### src/rtl/fzi_pkg.sv
package fzi_pkg;

   localparam int KNEE_W = 12;
   localparam int LEVEL_W = 7;
   localparam int NUM_RULES = 9;
   localparam int SHOULDER_W = 2 * KNEE_W;
   localparam int TRIANGLE_W = 3 * KNEE_W;
   localparam int LEVELS_W = NUM_RULES * LEVEL_W;
   localparam int CSR_INDEX_W = 3;
   localparam int SCORE_W = 9;
   localparam int SCORE_MAX = 256;

   typedef enum logic [CSR_INDEX_W-1:0] {
      CSR_COLD_TEMP    = 3'd0,
      CSR_NORMAL_TEMP  = 3'd1,
      CSR_HOT_TEMP     = 3'd2,
      CSR_SLOW_PULSE   = 3'd3,
      CSR_MEDIUM_PULSE = 3'd4,
      CSR_FAST_PULSE   = 3'd5,
      CSR_RULE_LEVELS  = 3'd6
   } csr_index_type;

   localparam logic [SHOULDER_W-1:0] COLD_TEMP_RESET    = 24'd1638400;
   localparam logic [TRIANGLE_W-1:0] NORMAL_TEMP_RESET  = 36'd9665446208;
   localparam logic [SHOULDER_W-1:0] HOT_TEMP_RESET     = 24'd3277360;
   localparam logic [SHOULDER_W-1:0] SLOW_PULSE_RESET   = 24'd3932160;
   localparam logic [TRIANGLE_W-1:0] MEDIUM_PULSE_RESET = 36'd27116569376;
   localparam logic [SHOULDER_W-1:0] FAST_PULSE_RESET   = 24'd7865920;
   localparam logic [LEVELS_W-1:0]   RULE_LEVELS_RESET  = 63'd2323999261970141216;

   typedef enum logic [1:0] {
      GOP_ZERO = 2'd0,
      GOP_FULL = 2'd1,
      GOP_DIV  = 2'd2
   } grade_op_type;

   // One membership evaluation: either a fixed grade or the ramp num/den.
   typedef struct packed {
      grade_op_type      op;
      logic [KNEE_W-1:0] num;
      logic [KNEE_W-1:0] den;
   } grade_req_type;

endpackage

### src/rtl/fzi_rules.sv
module fzi_rules #(
   parameter int GRADE_BITS = 8
) (
   input  logic                                   clock,
   input  logic                                   reset,
   input  logic                                   in_valid,
   input  logic [2:0][GRADE_BITS:0]               temp_grade,
   input  logic [2:0][GRADE_BITS:0]               pulse_grade,
   input  logic [fzi_pkg::LEVELS_W-1:0]           levels,
   output logic                                   out_valid,
   output logic [GRADE_BITS+10:0]                 out_num,
   output logic [GRADE_BITS+3:0]                  out_den
);
   import fzi_pkg::*;

   localparam int G_W    = GRADE_BITS + 1;
   localparam int PROD_W = GRADE_BITS + LEVEL_W;
   localparam int NUM_W  = GRADE_BITS + 11;
   localparam int DEN_W  = GRADE_BITS + 4;

   logic [2:0]         vld_ff;
   logic [G_W-1:0]     str_ff  [NUM_RULES];
   logic [G_W-1:0]     str_in  [NUM_RULES];
   logic [PROD_W-1:0]  prod_ff [NUM_RULES];
   logic [PROD_W-1:0]  prod_in [NUM_RULES];
   logic [DEN_W-1:0]   den_ff, den_in, den2_ff;
   logic [NUM_W-1:0]   num_ff, num_in;

   for (genvar r = 0; r < NUM_RULES; r++) begin : g_rule
      always_comb begin
         str_in[r] = (temp_grade[r/3] < pulse_grade[r%3]) ? temp_grade[r/3]
                                                          : pulse_grade[r%3];
         prod_in[r] = PROD_W'(levels[LEVEL_W*r +: LEVEL_W]) * PROD_W'(str_ff[r]);
      end
      always_ff @(posedge clock) begin
         str_ff[r]  <= str_in[r];
         prod_ff[r] <= prod_in[r];
      end
   end

   always_comb begin
      den_in = '0;
      num_in = '0;
      for (int r = 0; r < NUM_RULES; r++) begin
         den_in = den_in + DEN_W'(str_ff[r]);
         num_in = num_in + NUM_W'(prod_ff[r]);
      end
   end

   always_ff @(posedge clock) begin
      if (reset) begin
         vld_ff <= '0;
      end else begin
         vld_ff <= {vld_ff[1:0], in_valid};
      end
   end

   always_ff @(posedge clock) begin
      den_ff  <= den_in;
      den2_ff <= den_ff;
      num_ff  <= num_in;
   end

   assign out_valid = vld_ff[2];
   assign out_num   = num_ff;
   assign out_den   = den2_ff;

endmodule

### config.mk
export PLATFORM = sky130hd
export DESIGN_NAME = fzi_rules
export DESIGN_NICKNAME = d
export VERILOG_FILES = /design/src/rtl/fzi_pkg.sv /design/src/rtl/fzi_rules.sv
export SDC_FILE = /design/constraint.sdc
export NUM_CORES = 2
export LEC_CHECK = 0
export BUFFER_PORTS_ARGS = -buffer_cell sky130_fd_sc_hd__buf_2
export CORE_MARGIN = 4
export CORE_UTILIZATION = 45
export CTS_BUF_LIST = sky130_fd_sc_hd__clkbuf_8
export DETAILED_ROUTE_END_ITERATION = 7
export HOLD_SLACK_MARGIN = 0.1
export SYNTH_ARGS = -nofsm -noshare
export SYNTH_HDL_FRONTEND = slang
export SYNTH_SLANG_ARGS = --single-unit
### constraint.sdc
create_clock -name clock -period 9.2 [get_ports clock]
set_input_delay 1.84 -clock clock [delete_from_list [all_inputs] [get_ports clock]]
set_output_delay 1.84 -clock clock [all_outputs]
set_load 0.02 [all_outputs]
# After elaboration in Yosys (flattened, before gate mapping)
# Memory sizes are Yosys's and may differ from the RTL's.
# Cells that the tools add are included.
# totals
register_bits	46
ram_bits	216
in_bits	120
output_inout_bits	32
wordCells	49
n_memories	2
# memory_table
name	words	word_bits	rd	rd_clocked_by_memory_dff	write_ports	line_no	source
prod_ff	9	15	9	0	9	fzi_rules.sv:24	logic [PROD_W-1:0] prod_ff [NUM_RULES];
str_ff	9	9	9	0	9	fzi_rules.sv:22	logic [G_W-1:0] str_ff [NUM_RULES];
# classes
addsub	16
multipliers	9
magnitude_cmp	9
n_mux	9
# ops
cell	n
$mul A7 B9 Y15	9
$lt A9 B9 Y1	9
$mux W9	9
$add A19 B15 Y19	4
$add A12 B9 Y12	5
$add A18 B15 Y19	1
$add A17 B15 Y18	1
$add A16 B15 Y17	1
$add A15 B15 Y16	1
$add A11 B9 Y12	1
$add A10 B9 Y11	1
$add A9 B9 Y10	1

# Logic depth before layout (Yosys ltp)
# depth
word_depth	8
depth_mapped	17
mapped_depth_nobuf	17

# Worst setup path before layout
# OpenSTA, ideal clock, no wires.
# synth_path
path_type	input port to flip-flop
start	in levels[1] (netlist bit)
end	mem prod_ff[0][12] (netlist bit)
setup_time_ns	0.072
t_arrival_ns	5.614
required_ns	9.128
slack_ns	3.514
stages	16
path_buffers	0
path_cell_list	and2_1 fa_1 inv_1 fa_1 inv_1 fa_1 inv_1 fa_1 inv_1 ha_1 a21oi_1 o21ai_0 a2111oi_2 nor2_1 a31oi_1 xnor2_1
# synth_lines
item	line_no	source
start, declared	fzi_rules.sv:9	input logic [fzi_pkg::LEVELS_W-1:0] levels,
end, declared	fzi_rules.sv:24	

==> metrics.txt <==
Most Used Layer, Global Route=met2; maxcap violations=0; Die W=about 270 µm; CP max FO=9; routability congestion estimate=between 0.9 and 1; Total GRT Usage=0.232; initial antenna violation count=6; top cells by area, synth=fa_1 (30%), dfxtp_1 (17%), ha_1 (16%), and2_1 (9.0%), inv_1 (7.7%); GRT overflow=0; register bit count reported by yosys=262; Longest Clk Path Bufs=3; cts repair resizes=0; Synth Area per Inst=9.87 µm²; area grow syn2layout=9.70%; Yosys cell types=slightly below 60; met2 usage=0.376; largest net degree at the start of global routing=16; die area=71700 µm²; ys flop type=dfxtp_1; die height=between 200 and 300 µm; Routed Antenna Nets=0; core area=67000 µm²; worst slew pin tran=roughly 0.67 ns; Vias/cell=about 5.1; Detailed Route WL=between 80000 and 90000 µm; Filler cells=6347; layout net count=4241; drt pass-1 iters=5; WS Path Type=input pin to flip-flop; Post-synth EDFFs=0; fin. max-slew vios=0; Async SR Flop Fraction=0; cell total after placement=4088; CP startpoint kind=input pin; vias=approximately 21000; TNS Setup=0 ns; Sinks on Clock Net=262; hpwl dp=slightly below 70000 µm; # DRC=0; Site Rows=95; Clock Latency Late Sink=0.66 ns; fin cells=around 4200; Setup crit end kind=flip-flop; Synth Net Count=approximately 4000; global-route wire length before repair=roughly 130000 µm; Synthesis Warnings=0; Fin. Hold Viols=0; Inserted Clock Buffers=49; drt wl/cell=just under 20 µm; vias in the first global route=around 23000; Tcrit/Tclk final=0.596; status=finished, final reports clean; Synth top area share=0.304; Rel. slew slack=0.552; post-synthesis sequential area ratio=0.173; Post-Synthesis Cells=3078; Req. time, crit path=about 9.8 ns; Reg clk slew, reported paths=about 0.06 ns; DR iter-0 viols=between 900 and 1000; H-tree level count=2; layout cells sized above 1=0.101; biggest area consumer among synthesized cells=fa_1; Initial Util=0.453; # port buffers=~150; Clock Skews=0.0687 ns; clock period minus worst slack=between 5 and 6 ns; CTS tree=built; setup violators final=0; Setup Buffers After CTS=0; crit path DAT=6.04 ns; # hold bufs at CTS=0; unrepaired setup endpoints after global routing=false; Hold Path Class=flip-flop to flip-flop; io pins=about 150; clk root buf=clkbuf_8; Synth Cell Area=~30000 µm²; met1 Use GR=0.297; Fmax=between 150 and 200 MHz; met3 Use GR=0.0488
[cells in the final DEF, fill, tap and decap left out, drive strengths merged, types with 3 or more instances in the layout]
master	n
nand3	22
mux2	82
nor4	4
xor2	37
nand4	11
o21a	17
dfxtp	262
a21oi	119
or2	3
o211ai	16
nand2b	22
a31o	4
diode	4
a31oi	7
inv	637
o21bai	15
a211oi	12
a21o	47
o21ai	68
and2	436
nor2b	12
clkinv	7
fa	461
nor3	8
o31ai	5
clkbuf	63
xnor2	110
ha	394
a2111oi	8
and3	10
nand2	176
bufinv	5
buf	151
nor2	53
[per-layer routing]
layer	part of all wire	vias to the layer above
met3	0.065	207
met5	0.00016	-
met4	0.057	2
met1	0.42	10500
li1	-	10000
met2	0.46	560
[per-stage QoR]
step	hold slack, ns	setup WS [ns]	util	area [µm²]
after global placement	0.317	3.13	0.480	32200
after CTS	0.327	3.75	0.497	33300
after global routing	0.330	3.44	0.497	33300
after detailed placement	0.313	3.08	0.480	32200
after floorplan	0.310	3.51	-	30400
final	0.325	3.71	0.497	33300
[cell type report]
class / instances / area, µm² / share of cell area
Sequential cell: 262 / 5250 / 0.157
Tap cell: 873 / 1090 / 0.0328
Clock buffer: 63 / 867 / 0.0260
Antenna cell: 4 / 10.0 / 0.000300
Multi-Input combinational cell: 2181 / 22800 / 0.683
Inverter: 621 / 2330 / 0.0699
Timing Repair Buffer: 151 / 756 / 0.0227
Clock inverter: 28 / 277 / 0.00830
[worst max-delay path, stage by stage]
cell	delay, ns
buf_2	0.15
and2_1	0.16
fa_1	0.53
inv_1	0.05
fa_1	0.54
inv_1	0.05
fa_1	0.49
inv_1	0.05
fa_1	0.48
inv_1	0.05
ha_1	0.33
a21oi_1	0.21
o21ai_0	0.18
a2111oi_2	0.44
o31ai_1	0.14
a21oi_1	0.19
xnor2_1	0.14
[state kept, by name, summed over array words and instances (netlist names)]
signal	count
den_ff	12
out_den	12
out_num	19
prod_ff	135
str_ff	81
vld_ff	3
[kinds of logic (layout without fill, tap and decap cells)]
logic type | count (synthesis) | count (layout) | synth area share
simple gates | 762 | 762 | 0.137
compound gates | 333 | 333 | 0.0720
mux | 84 | 84 | 0.0311
fa+ha+maj | 855 | 855 | 0.466
flops | 262 | 262 | 0.173
xor+xnor | 147 | 147 | 0.0424
buf+inv | 635 | 863 | 0.0785
other cells | 0 | 4 | 0
[cell usage after synthesis (11+ instances only)]
library cell  instances
nor2b_1              11
o21a_1               17
mux2_2               82
a21o_1               47
fa_1                461
inv_1               621
dfxtp_1             262
nor2_1               53
clkbuf_1             13
o21bai_1             15
a21oi_1             109
nand2_1             176
o211ai_1             15
ha_1                394
xnor2_1             110
nand2b_1             22
and2_1              436
nand4_1              11
a211oi_1             11
o21ai_0              67
nand3_1              22
xor2_1               37
[path summary, 6_finish.rpt]
| check | start | endpoint | slack, ns | depth (start not counted) |
|---|---|---|---|---|
| worst max-delay path | levels[1] | prod_ff[0][14] | 3.71 | 17 |
| worst min-delay path | den_ff[3] | out_den[3] | 0.33 | 0 |
| worst max register to register | str_ff[0][3] | den_ff[11] | 4.41 | 15 |
| worst min register to register | den_ff[3] | out_den[3] | 0.33 | 0 |
Power is left out: the tool's default activity adds up to more than one toggle a clock period on the data nets, which glitch-free logic cannot reach.
