--- config.mk ---
export PLATFORM = sky130hd
export DESIGN_NAME = fzi_divider
export DESIGN_NICKNAME = d
export VERILOG_FILES = /design/src/rtl/fzi_divider.sv
export SDC_FILE = /design/constraint.sdc
export NUM_CORES = 1
export LEC_CHECK = 0
export BUFFER_PORTS_ARGS = -buffer_cell sky130_fd_sc_hd__clkbuf_2
export CORE_ASPECT_RATIO = 0.5
export CORE_MARGIN = 2
export CORE_UTILIZATION = 50
export DETAILED_ROUTE_END_ITERATION = 7
export PLACE_DENSITY = 0.71
export SLEW_MARGIN = 15
export SYNTH_ARGS = -nofsm -noshare
export SYNTH_HDL_FRONTEND = slang
export SYNTH_SLANG_ARGS = --single-unit
export TNS_END_PERCENT = 20
--- constraint.sdc ---
create_clock -name clock -period 5.5 [get_ports clock]
set_input_delay 1.1 -clock clock [delete_from_list [all_inputs] [get_ports clock]]
set_output_delay 1.1 -clock clock [all_outputs]
set_load 0.02 [all_outputs]
--- src/rtl/fzi_divider.sv ---
module fzi_divider #(
   parameter int LANES      = 1,
   parameter int DIVIDEND_W = 16,
   parameter int DIVISOR_W  = 8,
   parameter int QUOT_W     = 8,
   parameter int SIDE_W     = 1
) (
   input  logic                                 clock,
   input  logic                                 reset,
   input  logic                                 in_valid,
   input  logic [SIDE_W-1:0]                    in_side,
   input  logic [LANES-1:0][DIVIDEND_W-1:0]     in_dividend,
   input  logic [LANES-1:0][DIVISOR_W-1:0]      in_divisor,
   output logic                                 out_valid,
   output logic [SIDE_W-1:0]                    out_side,
   output logic [LANES-1:0][QUOT_W-1:0]         out_quot
);
   // The quotient is known to fit QUOT_W bits, so the upper dividend bits
   // start out as the partial remainder and one quotient bit is settled per stage.
   logic [QUOT_W:0]          vld_ff;
   logic [SIDE_W-1:0]        side_ff [QUOT_W+1];
   logic [DIVISOR_W-1:0]     rem_ff  [QUOT_W+1][LANES];
   logic [DIVISOR_W-1:0]     dvs_ff  [QUOT_W+1][LANES];
   logic [QUOT_W-1:0]        low_ff  [QUOT_W+1][LANES];
   logic [QUOT_W-1:0]        quo_ff  [QUOT_W+1][LANES];

   always_ff @(posedge clock) begin
      if (reset) begin
         vld_ff <= '0;
      end else begin
         vld_ff <= {vld_ff[QUOT_W-1:0], in_valid};
      end
   end

   always_ff @(posedge clock) begin
      side_ff[0] <= in_side;
   end

   for (genvar l = 0; l < LANES; l++) begin : g_in
      always_ff @(posedge clock) begin
         rem_ff[0][l] <= DIVISOR_W'(in_dividend[l][DIVIDEND_W-1:QUOT_W]);
         dvs_ff[0][l] <= in_divisor[l];
         low_ff[0][l] <= in_dividend[l][QUOT_W-1:0];
         quo_ff[0][l] <= '0;
      end
   end

   for (genvar k = 0; k < QUOT_W; k++) begin : g_stage
      always_ff @(posedge clock) begin
         side_ff[k+1] <= side_ff[k];
      end
      for (genvar l = 0; l < LANES; l++) begin : g_lane
         logic [DIVISOR_W:0]   trial;
         logic                 fits;
         logic [DIVISOR_W-1:0] rem_in;

         always_comb begin
            trial  = {rem_ff[k][l], low_ff[k][l][QUOT_W-1]};
            fits   = trial >= {1'b0, dvs_ff[k][l]};
            rem_in = fits ? DIVISOR_W'(trial - {1'b0, dvs_ff[k][l]})
                          : trial[DIVISOR_W-1:0];
         end

         always_ff @(posedge clock) begin
            rem_ff[k+1][l] <= rem_in;
            dvs_ff[k+1][l] <= dvs_ff[k][l];
            low_ff[k+1][l] <= {low_ff[k][l][QUOT_W-2:0], 1'b0};
            quo_ff[k+1][l] <= {quo_ff[k][l][QUOT_W-2:0], fits};
         end
      end
   end

   assign out_valid = vld_ff[QUOT_W];
   assign out_side  = side_ff[QUOT_W];
   for (genvar l = 0; l < LANES; l++) begin : g_out
      assign out_quot[l] = quo_ff[QUOT_W][l];
   end

endmodule

Word-level counts from Yosys, hierarchy flattened:

Memories as Yosys holds them, arrays and structs flattened.
Cells that the tools add are included.

* bits in registers: 9
* output and inout bits: 10
* word-level logic and storage cells: 30
* bits in writable memories: 297
* bits of input ports: 28
* memories: 5

* add/subtract/negate cells: 8
* muxes and demuxes: 8
* magnitude comparators: 8

Memory list
* dvs_ff: words 9, bits a word 8, rd ports 8, clocked after memory_dff 0, write ports 9, line 23 `logic [DIVISOR_W-1:0] dvs_ff [QUOT_W+1][LANES];`
* low_ff: words 9, bits a word 8, rd ports 8, clocked after memory_dff 0, write ports 9, line 24 `logic [QUOT_W-1:0] low_ff [QUOT_W+1][LANES];`
* quo_ff: words 9, bits a word 8, rd ports 9, clocked after memory_dff 0, write ports 9, line 25 `logic [QUOT_W-1:0] quo_ff [QUOT_W+1][LANES];`
* rem_ff: words 9, bits a word 8, rd ports 8, clocked after memory_dff 0, write ports 9, line 22 `logic [DIVISOR_W-1:0] rem_ff [QUOT_W+1][LANES];`
* side_ff: words 9, bits a word 1, rd ports 9, clocked after memory_dff 0, write ports 9, line 21 `logic [SIDE_W-1:0] side_ff [QUOT_W+1];`

Operators by type and width (number)
* $ge A9 B8 Y1: 8
* $mux W8: 8
* $sub A8 B8 Y8: 8

Depth between registers and ports, before layout:

* depth in word-level cells: 2
* depth in mapped cells: 8
* gate-level depth less buffers: 8

Least setup slack after synthesis:

Ideal clock, no wire load.

* path kind: register to register
* start: mem dvs_ff[0][43] (netlist bit)
* end: mem rem_ff[0][50] (netlist bit)
* clock period less this slack: 1.998 ns
* data arrival time: 1.877 ns
* buffers on the path: 0
* data required time: 5.379 ns
* cell stages (with the launch flop): 8
* setup time: 0.121 ns
* setup slack: 3.502 ns
* cell sequence: dfxtp_1 inv_1 ha_1 a21o_1 a21oi_2 a31oi_1 nor4_4 mux2_2

RTL lines (line)
* from (decl): 23
* to (decl): 22

==> out/metrics.csv <==
stage;metric;value;unit
grt;grt_pass1_vias;4873;
critical_path;cp_slowest_cell;a221oi_2;
grt;grt_first_pass_wirelength;21.1;mm
critical_path;cpPeakStageDelay;0.80;ns
placed_design;io_buffers;37;
clock_network;htreeDepth;1;
synthesis;synth_ff_type;dfxtp_1;
sta;slew_violations;0;
critical_path;crit_end;rem_ff[0][15];
power_and_ir_drop;ir_worst_vdd;276;uV
layout;layout-drive-gt1-share;13.3;%
critical_path;cp_common_cell;inv_1;
power_and_ir_drop;p_clk_share;26.6;%
clock_network;postCtsSetupBuffers;0;
critical_path;worstReg2RegEnd;rem_ff[0][15];
floorplan;die_area;0.0169;mm2
grt;grt.total_usage;15.0;%
sta;rsz0062_at_grt;false;
sta;tightest_slew;0.898;ns
power_and_ir_drop;p_leak;4.08;nW
critical_path;cp_max_fo;16;
routing;firstDrtPassIters;4;
critical_path;path_buf_inv;2;
routing;avgRoutedWirePerCell;12.2;um
synthesis;yosys_warnings;0;
clock_network;cts.path.max_buffers;3;
layout;antenna_cells;0;
synthesis;synth-edff-count;0;
synthesis;synth_area_leaders;dfxtp_1 55%, ha_1 10%, inv_1 4.1%;
routing;drtIter0Drc;166;
sta;setup_tns;0;ns
layout;fill_cells;1298;
synthesis;ys_ff_latch;218;
layout;final_cell_mix;218 x dfxtp_1, 86 x inv_1, 64 x ha_1;
synthesis;synth_nets;817;
clock_network;cts_buffers;20;
power_and_ir_drop;total_power;4.98;mW
critical_path;setup.worst_path.start;dvs_ff[0][4];
power_and_ir_drop;share_comb_of_total_power;32.0;%
clock_network;cts_tree;built;
placed_design;place.gp.congestion;0.910;
clock_network;insertion_delay;0.49;ns
floorplan;fp.dieH;92.9;um
synthesis;syn_area;0.00790;mm2
grt;antenna_found_initial;0;
routing;routed_wl;12.0;mm
power_and_ir_drop;power_frac_seq;41.4;%
sta;fin_crit;2.38;ns
floorplan;io_pins;38;
critical_path;required;5.88;ns
critical_path;cp-start-kind;flip-flop;
placed_design;pre_cts_slack;3.16;ns
sta;relSlewSlack;40.2;%
power_and_ir_drop;intPower;3.47;mW
sta;finalHoldViolCount;0;
clock_network;postCtsHoldBufs;0;
critical_path;end_kind;flip-flop;
critical_path;crit_path_cell_trace;inv_1, ha_1, a21oi_1, o21ai_0, a221oi_2, inv_1, o22a_1;
job;max_cap_violations;0;
power_and_ir_drop;swShare;30.3;%
critical_path;cp.depth;7;
sta;fmax;420;MHz
layout;finalNonFillerCells;981;
grt;grt_overflow;0;
hold_path;hold_start;low_ff[0][3];
synthesis;synth_top_area_share;55.2;%
sta;finalCritPeriodShare;43.3;%
layout;fin_area;0.00890;mm2
routing;drcViolationCount;0;
sta;setup_violations;0;
floorplan;die_w;182;um
hold_path;hold_path_class;reg -> reg;
critical_path;critPathKind;reg -> reg;
synthesis;ys_seq_area_share;55.2;%
critical_path;rrSetupSlack;3.12;ns
power_and_ir_drop;p_switching;1.51;mW
clock_network;post_cts_resized;0;
critical_path;r2r_cells;7;
clock_network;clock_sinks;218;
synthesis;synth.largest_area_cell;dfxtp_1;
floorplan;coreArea;0.0154;mm2
floorplan;rows;32;
layout;area_delta_synth_final;12.7;%
layout;final_common_cell;dfxtp_1;
power_and_ir_drop;cellPowerDensity;560;mW/mm2
placed_design;placed_cell_area;0.00827;mm2
critical_path;crit_family;compound AO/OA/AOI/OAI gates;
synthesis;syn_avg_cell_area;11.0;um2
grt;grt_max_degree;17;
synthesis;netlist_instances;718;
layout;num-nets-final;865;
routing;viasPerCell;4.95;
critical_path;r2r-start;dvs_ff[0][4];
placed_design;dp_cells;948;
clock_network;root_buffer;clkbuf_16;
run_status;outcome;finished, final reports clean;
sta;finalWorstSetupSlack;3.12;ns
routing;via_count;4854;
clock_network;clk_pin_slew_worst_paths;0.07;ns
placed_design;hpwlAfterDp;8.85;mm
synthesis;synth.distinct_cells;55;
sta;clock_skew;0.0104;ns
synthesis;ys_async_sr_fraction;0;%
floorplan;start_util;51.3;%
critical_path;crit_arrival;2.76;ns
routing;ant_nets;0;
-- flip-flops by register name (all words and copies together) (netlist names) --
| signal | flops |
|---|---|
| dvs_ff | 64 |
| low_ff | 36 |
| quo_ff | 36 |
| rem_ff | 64 |
| side_ff | 9 |
| vld_ff | 9 |
-- per-layer routing --
metal	vias up	GRT usage [%]	part of all wire [%]
li1	2530	-	-
met2	79	27.5	47
met5	-	0	0
met1	2208	17.0	46
met4	0	6.23	3.4
met3	37	3.50	4.0
-- area by class of cell --
type,instances,area (um2),share of cell area [%]
sequential,218,4360,49.0
multi-input combinational,403,3140,35.3
clock buffer,28,582,6.54
inverter,86,323,3.63
tap,204,255,2.87
timing repair buffer,37,185,2.08
clock inverter,5,52.6,0.590
-- how the worst min path moves through the flow --
stage                          endpoint  slack, ns  cells after the start
after floorplan           low_ff[0][10]       0.31                      0
after global placement    side_ff[0][4]       0.31                      0
after detailed placement  low_ff[0][47]       0.31                      0
after CTS                 low_ff[0][36]       0.33                      0
after global routing      quo_ff[0][35]       0.33                      0
final                     low_ff[0][12]       0.32                      0
-- power groups by stage --
stage	registers [mW]	clock network [mW]	logic, mW
floorplan	2.05	0	1.33
global placement	2.09	0	1.52
detailed placement	2.09	0	1.58
CTS	2.06	1.36	1.59
global route	2.10	1.42	1.80
finish	2.06	1.33	1.59
-- synth_stat cells, types with 5 or more instances --
| master | instances |
|---|---|
| nand2_1 | 33 |
| nand3_1 | 11 |
| nor2_1 | 20 |
| a211oi_1 | 7 |
| o21ai_0 | 46 |
| xnor2_1 | 11 |
| buf_4 | 8 |
| o31ai_1 | 6 |
| xor2_1 | 10 |
| and2_1 | 5 |
| a21oi_1 | 33 |
| dfxtp_1 | 218 |
| a21o_1 | 13 |
| inv_1 | 86 |
| nor2b_1 | 20 |
| fa_1 | 7 |
| ha_1 | 64 |
| o21a_1 | 13 |
| nor3_1 | 8 |
| mux2_2 | 20 |
| nand2b_1 | 10 |
| mux2i_1 | 11 |
-- through the flow --
stage	hold WS (ns)	util [%]
after floorplan	0.310	-
after global placement	0.311	53.6
after detailed placement	0.312	53.6
final	0.322	57.7
after CTS	0.326	57.7
after global routing	0.329	57.7
-- cells by family (layout without fill, tap and decap cells) --
family	after synthesis	in the layout	synth area share [%]
DFF	218	218	55.2
AOI/OAI and AO/OA	152	152	12.5
and+or+nand+nor	128	128	8.77
buffers and inverters	97	156	5.02
adders and majority gates	71	71	11.9
muxes	31	31	4.24
xor gates and xnor gates	21	21	2.33
Note: power is estimated with default switching activity, not from simulation.
