`config.mk`:
```
export PLATFORM = sky130hd
export DESIGN_NAME = fzi_grade
export DESIGN_NICKNAME = d
export VERILOG_FILES = /design/src/rtl/fzi_pkg.sv /design/src/rtl/fzi_grade.sv
export SDC_FILE = /design/constraint.sdc
export NUM_CORES = 1
export LEC_CHECK = 0
export BUFFER_PORTS_ARGS = -buffer_cell sky130_fd_sc_hd__buf_2
export CAP_MARGIN = 20
export CORE_MARGIN = 4
export CORE_UTILIZATION = 45
export DETAILED_ROUTE_END_ITERATION = 7
export PLACE_DENSITY = 0.72
export RECOVER_POWER = 50
export SLEW_MARGIN = 25
export SYNTH_ARGS = -nofsm -noshare
export SYNTH_HDL_FRONTEND = slang
export SYNTH_SLANG_ARGS = --single-unit
```
`constraint.sdc`:
```
create_clock -name vclk -period 3.9
set_clock_uncertainty 0.05 [all_clocks]
set_input_delay 0.39 -clock vclk [all_inputs]
set_output_delay 0.39 -clock vclk [all_outputs]
set_load 0.005 [all_outputs]
```
`src/rtl/fzi_pkg.sv`:
```
package fzi_pkg;

   localparam int KNEE_W = 12;
   localparam int LEVEL_W = 7;
   localparam int NUM_RULES = 9;
   localparam int SHOULDER_W = 2 * KNEE_W;
   localparam int TRIANGLE_W = 3 * KNEE_W;
   localparam int LEVELS_W = NUM_RULES * LEVEL_W;
   localparam int CSR_INDEX_W = 3;
   localparam int SCORE_W = 9;
   localparam int SCORE_MAX = 256;

   typedef enum logic [CSR_INDEX_W-1:0] {
      CSR_COLD_TEMP    = 3'd0,
      CSR_NORMAL_TEMP  = 3'd1,
      CSR_HOT_TEMP     = 3'd2,
      CSR_SLOW_PULSE   = 3'd3,
      CSR_MEDIUM_PULSE = 3'd4,
      CSR_FAST_PULSE   = 3'd5,
      CSR_RULE_LEVELS  = 3'd6
   } csr_index_type;

   localparam logic [SHOULDER_W-1:0] COLD_TEMP_RESET    = 24'd1638400;
   localparam logic [TRIANGLE_W-1:0] NORMAL_TEMP_RESET  = 36'd9665446208;
   localparam logic [SHOULDER_W-1:0] HOT_TEMP_RESET     = 24'd3277360;
   localparam logic [SHOULDER_W-1:0] SLOW_PULSE_RESET   = 24'd3932160;
   localparam logic [TRIANGLE_W-1:0] MEDIUM_PULSE_RESET = 36'd27116569376;
   localparam logic [SHOULDER_W-1:0] FAST_PULSE_RESET   = 24'd7865920;
   localparam logic [LEVELS_W-1:0]   RULE_LEVELS_RESET  = 63'd2323999261970141216;

   typedef enum logic [1:0] {
      GOP_ZERO = 2'd0,
      GOP_FULL = 2'd1,
      GOP_DIV  = 2'd2
   } grade_op_type;

   // One membership evaluation: either a fixed grade or the ramp num/den.
   typedef struct packed {
      grade_op_type      op;
      logic [KNEE_W-1:0] num;
      logic [KNEE_W-1:0] den;
   } grade_req_type;

endpackage

```
`src/rtl/fzi_grade.sv`:
```
module fzi_grade (
   input  logic [fzi_pkg::KNEE_W-1:0]      x,
   input  logic [fzi_pkg::SHOULDER_W-1:0]  falling_knees,
   input  logic [fzi_pkg::TRIANGLE_W-1:0]  triangle_knees,
   input  logic [fzi_pkg::SHOULDER_W-1:0]  rising_knees,
   output fzi_pkg::grade_req_type [2:0]    grade_req
);
   import fzi_pkg::*;

   logic [KNEE_W-1:0] f0, f1, ta, tb, tc, r0, r1;

   assign f0 = falling_knees[KNEE_W-1:0];
   assign f1 = falling_knees[2*KNEE_W-1:KNEE_W];
   assign ta = triangle_knees[KNEE_W-1:0];
   assign tb = triangle_knees[2*KNEE_W-1:KNEE_W];
   assign tc = triangle_knees[3*KNEE_W-1:2*KNEE_W];
   assign r0 = rising_knees[KNEE_W-1:0];
   assign r1 = rising_knees[2*KNEE_W-1:KNEE_W];

   always_comb begin
      grade_req[0] = '{op: GOP_ZERO, num: f1 - x, den: f1 - f0};
      if (x < f0) begin
         grade_req[0].op = GOP_FULL;
      end else if (x <= f1 && f1 > f0) begin
         grade_req[0].op = GOP_DIV;
      end
   end

   always_comb begin
      grade_req[1] = '{op: GOP_ZERO, num: x - ta, den: tb - ta};
      if (x < ta) begin
         grade_req[1].op = GOP_ZERO;
      end else if (x <= tb) begin
         grade_req[1].op = (tb > ta) ? GOP_DIV : GOP_FULL;
      end else if (x <= tc) begin
         grade_req[1].op = GOP_DIV;
         grade_req[1].num = tc - x;
         grade_req[1].den = tc - tb;
      end
   end

   always_comb begin
      grade_req[2] = '{op: GOP_FULL, num: x - r0, den: r1 - r0};
      if (x <= r0) begin
         grade_req[2].op = GOP_ZERO;
      end else if (x < r1) begin
         grade_req[2].op = GOP_DIV;
      end
   end

endmodule

```
Yosys cells after proc, flatten, opt, wreduce, memory -nomap -nowiden
Index checks and enable logic that the tools add are counted.
- bits of input ports: 96
- register bits after elaboration: 0
- word-level logic and storage cells: 28
- output and inout bits: 78
- mux-type cells: 10
- add/subtract/negate cells: 8
- magnitude comparators: 9
- reduce and logical (&&, ||, !) cells: 1
- operators with widths (operator ; number):
    $sub A12 B12 Y12 ; 8
    $le A12 B12 Y1 ; 4
    $mux W24 ; 2
    $lt A12 B12 Y1 ; 3
    $mux W26 ; 1
    $gt A12 B12 Y1 ; 2
    $mux W2 ; 7
    $logic_and A1 B1 Y1 ; 1

Longest topological paths before layout
Gate-level depths: netlist (run 1).
- word-level depth: 4
- depth in mapped cells: 13
- mapped depth without buffers: 11

Worst setup path before layout (run 1)
OpenSTA, ideal clock, no wires.
- path type: input-to-output
- start point: input x[0] in the netlist's numbering
- end point: output grade_req[36] in the netlist's numbering
- stages: 12
- data required time: 3.460 ns
- buffers on the path: 1
- data arrival time: 2.351 ns
- slack: 1.109 ns
- path through: inv_1 > ha_1 > inv_1 > fa_1 > a211oi_1 > nor2_1 > a21oi_1 > a311o_1 > nand3b_1 > buf_4 > a31oi_1 > a31o_2
- RTL lines (what ; RTL line ; RTL):
    start, declared ; fzi_grade.sv:2 ; input logic [fzi_pkg::KNEE_W-1:0] x,
    end, declared ; fzi_grade.sv:6 ; output fzi_pkg::grade_req_type [2:0] grade_req

==> results.json, run 1 <==
{
  "status": "completed",
  "synth_cell_type_count": 55,
  "drtPass1Iterations": 5,
  "final.clkbuf_count": 0,
  "grt_max_degree": 40,
  "syn_area_mm2": 0.00525,
  "max_slew_margin_pct": 53.0,
  "start_util_pct": 46.0,
  "drc": 0,
  "post_cts_resized": 0,
  "grt_pass1_vias": 5307,
  "layout_setup_ws_ns": 0.433,
  "die_y_um": 116,
  "hold_path_class": "input pin to primary output",
  "synth_cells": 731,
  "powerDensity_mw_per_mm2": 174,
  "antenna_found_initial": 0,
  "synth_area_leaders": "ha_1, xnor2_1, a21oi_1",
  "setup-tns-final_ns": 0,
  "wl_per_cell_um": 15.5,
  "cp-start-kind": "input pin",
  "layout_common_cells": "buf_2, ha_1, inv_1",
  "setup_violations": 0,
  "synth_nets": 963,
  "hpwlAfterDp_mm": 14.3,
  "rsz0062_at_grt": "no",
  "hold_viol": 0,
  "post-route-period-util_pct": 88.9,
  "holdPathStages": 4,
  "cap_violations": 0,
  "drive_above_1_share_pct": 16.9,
  "grt_pass1_wl_mm": 25.4,
  "yosysSeqAreaShare_pct": 0,
  "post-place-ws_ns": 0.556,
  "ir_worst_vdd_mv": 0.0957,
  "instances_no_fill": 1044,
  "place_inst": 1044,
  "wl_mm": 16.2,
  "port_buffers": 174,
  "coreArea_mm2": 0.0114,
  "gp_congestion": 0.884,
  "area_growth_pct": 19.0,
  "rows": 39,
  "endpoint_kind": "primary output",
  "worst_pin_slew_ns": 0.696,
  "ys_warn_count": 0,
  "fmaxAchievable_mhz": 288,
  "slew_viol_final": 0,
  "ios": 174,
  "drt-initial-drc-count": 370,
  "critPathMaxFanout": 9,
  "nNetsFinal": 1135,
  "cts_hold_buf": 0,
  "post_cts_buffers": 0,
  "crit_arrival_ns": 3.03,
  "period_needed_ns": 3.47,
  "fin_util_pct": 54.7,
  "diodes": 0,
  "p_leak_nw": 3.35,
  "critPathKind": "input pin to primary output",
  "seq_cell_count": 0,
  "seqCellArea_um2": 0,
  "grtUsageTotal_pct": 23.0,
  "avgSynthCellArea_um2": 7.18,
  "ant_nets": 0,
  "die_area_mm2": 0.0135,
  "netlist.area_leader.share_pct": 30.5,
  "viasPerCell": 5.47,
  "die_w_um": 116,
  "synth_top_area_cell": "ha_1",
  "grt_overflow": 0,
  "vias": 5713,
  "layout_commonest_cell": "buf_2",
  "required_ns": 3.46
}
==> cell usage after synthesis (12+ instances only) <==
library cell  number
xor2_1            22
a21o_1            18
nor2_1            57
nand2_1           35
ha_1             128
nor2b_1           18
nand2b_1          19
xnor2_1           48
o21a_1            12
nand4_1           21
inv_1             93
a21oi_1           72
nor3_1            17
o21ai_0           42
==> per-stage QoR <==
stage / total power [mW] / hold WS (ns) / area [µm²]
floorplan: 0.712 / 0.871 / 5250
global placement: 1.09 / 1.10 / 6280
detailed placement: 1.09 / 1.10 / 6280
CTS: 1.10 / 1.10 / 6280
global route: 1.22 / 1.15 / 6250
finish: 1.09 / 1.11 / 6250
==> final timing paths <==
kind / start / end / slack, ns
setup / recovery: x[1] / grade_req[21] / 0.43
hold / removal: rising_knees[23] / grade_req[63] / 1.11
==> critical path: stages <==
cell and delay [ns]:
clkbuf_1 0.49, inv_1 0.24, ha_1 0.36, nor2b_1 0.13, o21a_1 0.18, o21ai_0 0.33
a221oi_1 0.16, o21ai_0 0.28, nor2b_1 0.21, xnor2_1 0.12, buf_2 0.13
==> kinds of logic (layout without fill, tap and decap cells) <==
family | Yosys count | count (layout) | share of synthesized area [%]
xor gates and xnor gates | 70 | 70 | 11.7
muxes | 11 | 11 | 2.10
AOI/OAI and AO/OA | 215 | 215 | 26.0
and+or+nand+nor | 201 | 201 | 19.4
buffers and inverters | 98 | 268 | 7.27
adders and majority gates | 136 | 136 | 33.6
==> report_power, final <==
group	internal, mW	switching, mW
clock	0	0
combinational	0.499	0.590
sequential	0	0
total	0.499	0.590
==> area by class of cell <==
type                            count  area [µm²]
Tap cell                          143         179
Inverter                           93         349
Timing Repair Buffer              175         852
Fill cell                        1223        5170
Multi-Input combinational cell    633        4870
==> layer usage <==
metal  wire length, µm  track usage [%]  up-vias
met2              7600             40.7      187
met3               987             1.46       13
met5                 0                0        -
met4               179             2.78        0
met1              7450             31.7     2520
li1                  -                -     2993
(Power assumes the default switching activity.)
==> inputs of run 2 (changes only) <==
--- a/config.mk
+++ b/config.mk
@@ -10,7 +10,7 @@
 export CORE_MARGIN = 4
 export CORE_UTILIZATION = 45
 export DETAILED_ROUTE_END_ITERATION = 7
-export PLACE_DENSITY = 0.72
+export PLACE_DENSITY = 0.75
 export RECOVER_POWER = 50
 export SLEW_MARGIN = 25
 export SYNTH_ARGS = -nofsm -noshare
==> constraint.sdc (replaced) <==
create_clock -name vclk -period 2.8
set_clock_uncertainty 0.05 [all_clocks]
set_input_delay 0.28 -clock vclk [all_inputs]
set_output_delay 0.28 -clock vclk [all_outputs]
set_load 0.05 [all_outputs]
==> results.json, run 2 (synthesis gave the netlist of run 1 again) <==
{
  "seq_cell_count": 0,
  "busiest_layer": "met2",
  "grt_overflow": 0,
  "slew_viol_final": 0,
  "hold_viol": 0,
  "cts_hold_buf": 0,
  "crit_arrival_ns": 2.57,
  "grt_pass1_wl_mm": 27.8,
  "cp-start-kind": "input pin",
  "failed_checks": "setup timing",
  "grtUsageMet1_pct": 32.7,
  "required_ns": 2.47,
  "final.clkbuf_count": 0,
  "critPathTopFamily": "compound AO/OA/AOI/OAI gates",
  "place_inst": 1127,
  "rows": 39,
  "seqCellArea_um2": 0,
  "rsz0062_at_grt": "yes",
  "power.total_mw": 2.86,
  "hold_slack_ns": 0.965,
  "wl_per_cell_um": 16.4,
  "layout_setup_ws_ns": -0.0999,
  "endpoint_kind": "primary output",
  "cap_violations": 0,
  "drc": 0,
  "start_util_pct": 46.0,
  "diodes": 0,
  "place_area_mm2": 0.00707,
  "ir_worst_vdd_mv": 0.295,
  "cp.buffers_inverters": 6,
  "fin_util_pct": 67.6,
  "antenna_found_initial": 0,
  "grtUsageTotal_pct": 25.3,
  "grt_max_degree": 16,
  "coreArea_mm2": 0.0114,
  "use_met3_pct": 1.15,
  "drt-initial-drc-count": 422,
  "wl_mm": 18.6,
  "drive_above_1_share_pct": 32.2,
  "setup_violations": 16,
  "gp_congestion": 0.927,
  "layout_common_cells": "ha_1, buf_2, buf_4",
  "hpwlAfterDp_mm": 15.3,
  "die_w_um": 116,
  "cpMostUsedCell": "buf_12",
  "layout_commonest_cell": "ha_1",
  "stdcell_area_mm2": 0.00772,
  "grt.met2_usage_pct": 46.2,
  "crit_chain": "buf_12 -> clkinv_8 -> ha_4 -> inv_2 -> fa_2 -> a211oi_4 -> nor2_2 -> a21oi_2 -> a311o_1 -> nand3b_1 -> buf_6 -> buf_12 -> a31oi_4 -> a31o_4 -> buf_8",
  "viasPerCell": 5.65,
  "area_growth_pct": 47.0,
  "worst_pin_slew_ns": 0.793,
  "nNetsFinal": 1228,
  "slowest_stage": "fa_2",
  "vias": 6422,
  "hold_path_class": "input pin to primary output",
  "setup-tns-final_ns": -0.975,
  "status": "finished with violations",
  "ant_nets": 0,
  "period_needed_ns": 2.90,
  "instances_no_fill": 1137,
  "die_y_um": 116,
  "critPathKind": "input pin to primary output",
  "p_leak_nw": 3.92,
  "post-route-period-util_pct": 104,
  "drtPass1Iterations": 5,
  "fmaxAchievable_mhz": 345,
  "port_buffers": 174,
  "grt_pass1_vias": 6093,
  "critPathMaxFanout": 8,
  "slowest_delay_ns": 0.36,
  "ios": 174,
  "die_area_mm2": 0.0135,
  "powerDensity_mw_per_mm2": 370,
  "max_slew_margin_pct": 45.8,
  "post-place-ws_ns": -0.338
}
-- run 2: changes by cell type in the layout (fill, tap and decap cells not counted), moves of 9 or more --
cell,delta
buf_6,+30
o21ai_2,+13
buf_4,+94
o21ai_0,-11
a21oi_1,-13
buf_2,-32
mux2i_1,-9
-- run 2: layout make-up --
class / count / area (µm²)
well taps: 143 / 179
multi-input cells: 633 / 5320
repair buffers: 268 / 1860
inverters: 93 / 364
fillers: 1007 / 3700
-- run 2: per-layer routing --
metal | up-vias | wire, µm
li1 | 3190 | -
met1 | 2939 | 7760
met2 | 245 | 9030
met3 | 48 | 1140
met4 | 0 | 676
met5 | - | 0
-- run 2: worst paths after layout --
path              start       endpoint  slack (ns)  depth (start not counted)
hold / removal     x[0]  grade_req[38]        0.96                          4
setup / recovery   x[0]  grade_req[36]        -0.1                         15
-- run 2: where the power goes --
group / internal (mW) / switching [mW] / leakage (nW)
Clock: 0 / 0 / 0
Combinational: 1.06 / 1.80 / 3.92
Sequential: 0 / 0 / 0
-- run 2: repair_timing --
item / in CTS / in global routing
gates resized for setup: 71 / 85
setup buffers: 4 / 4
pin swaps: 7 / 21
cloned: 2 / 1
setup endpoints to repair: 31 / 41
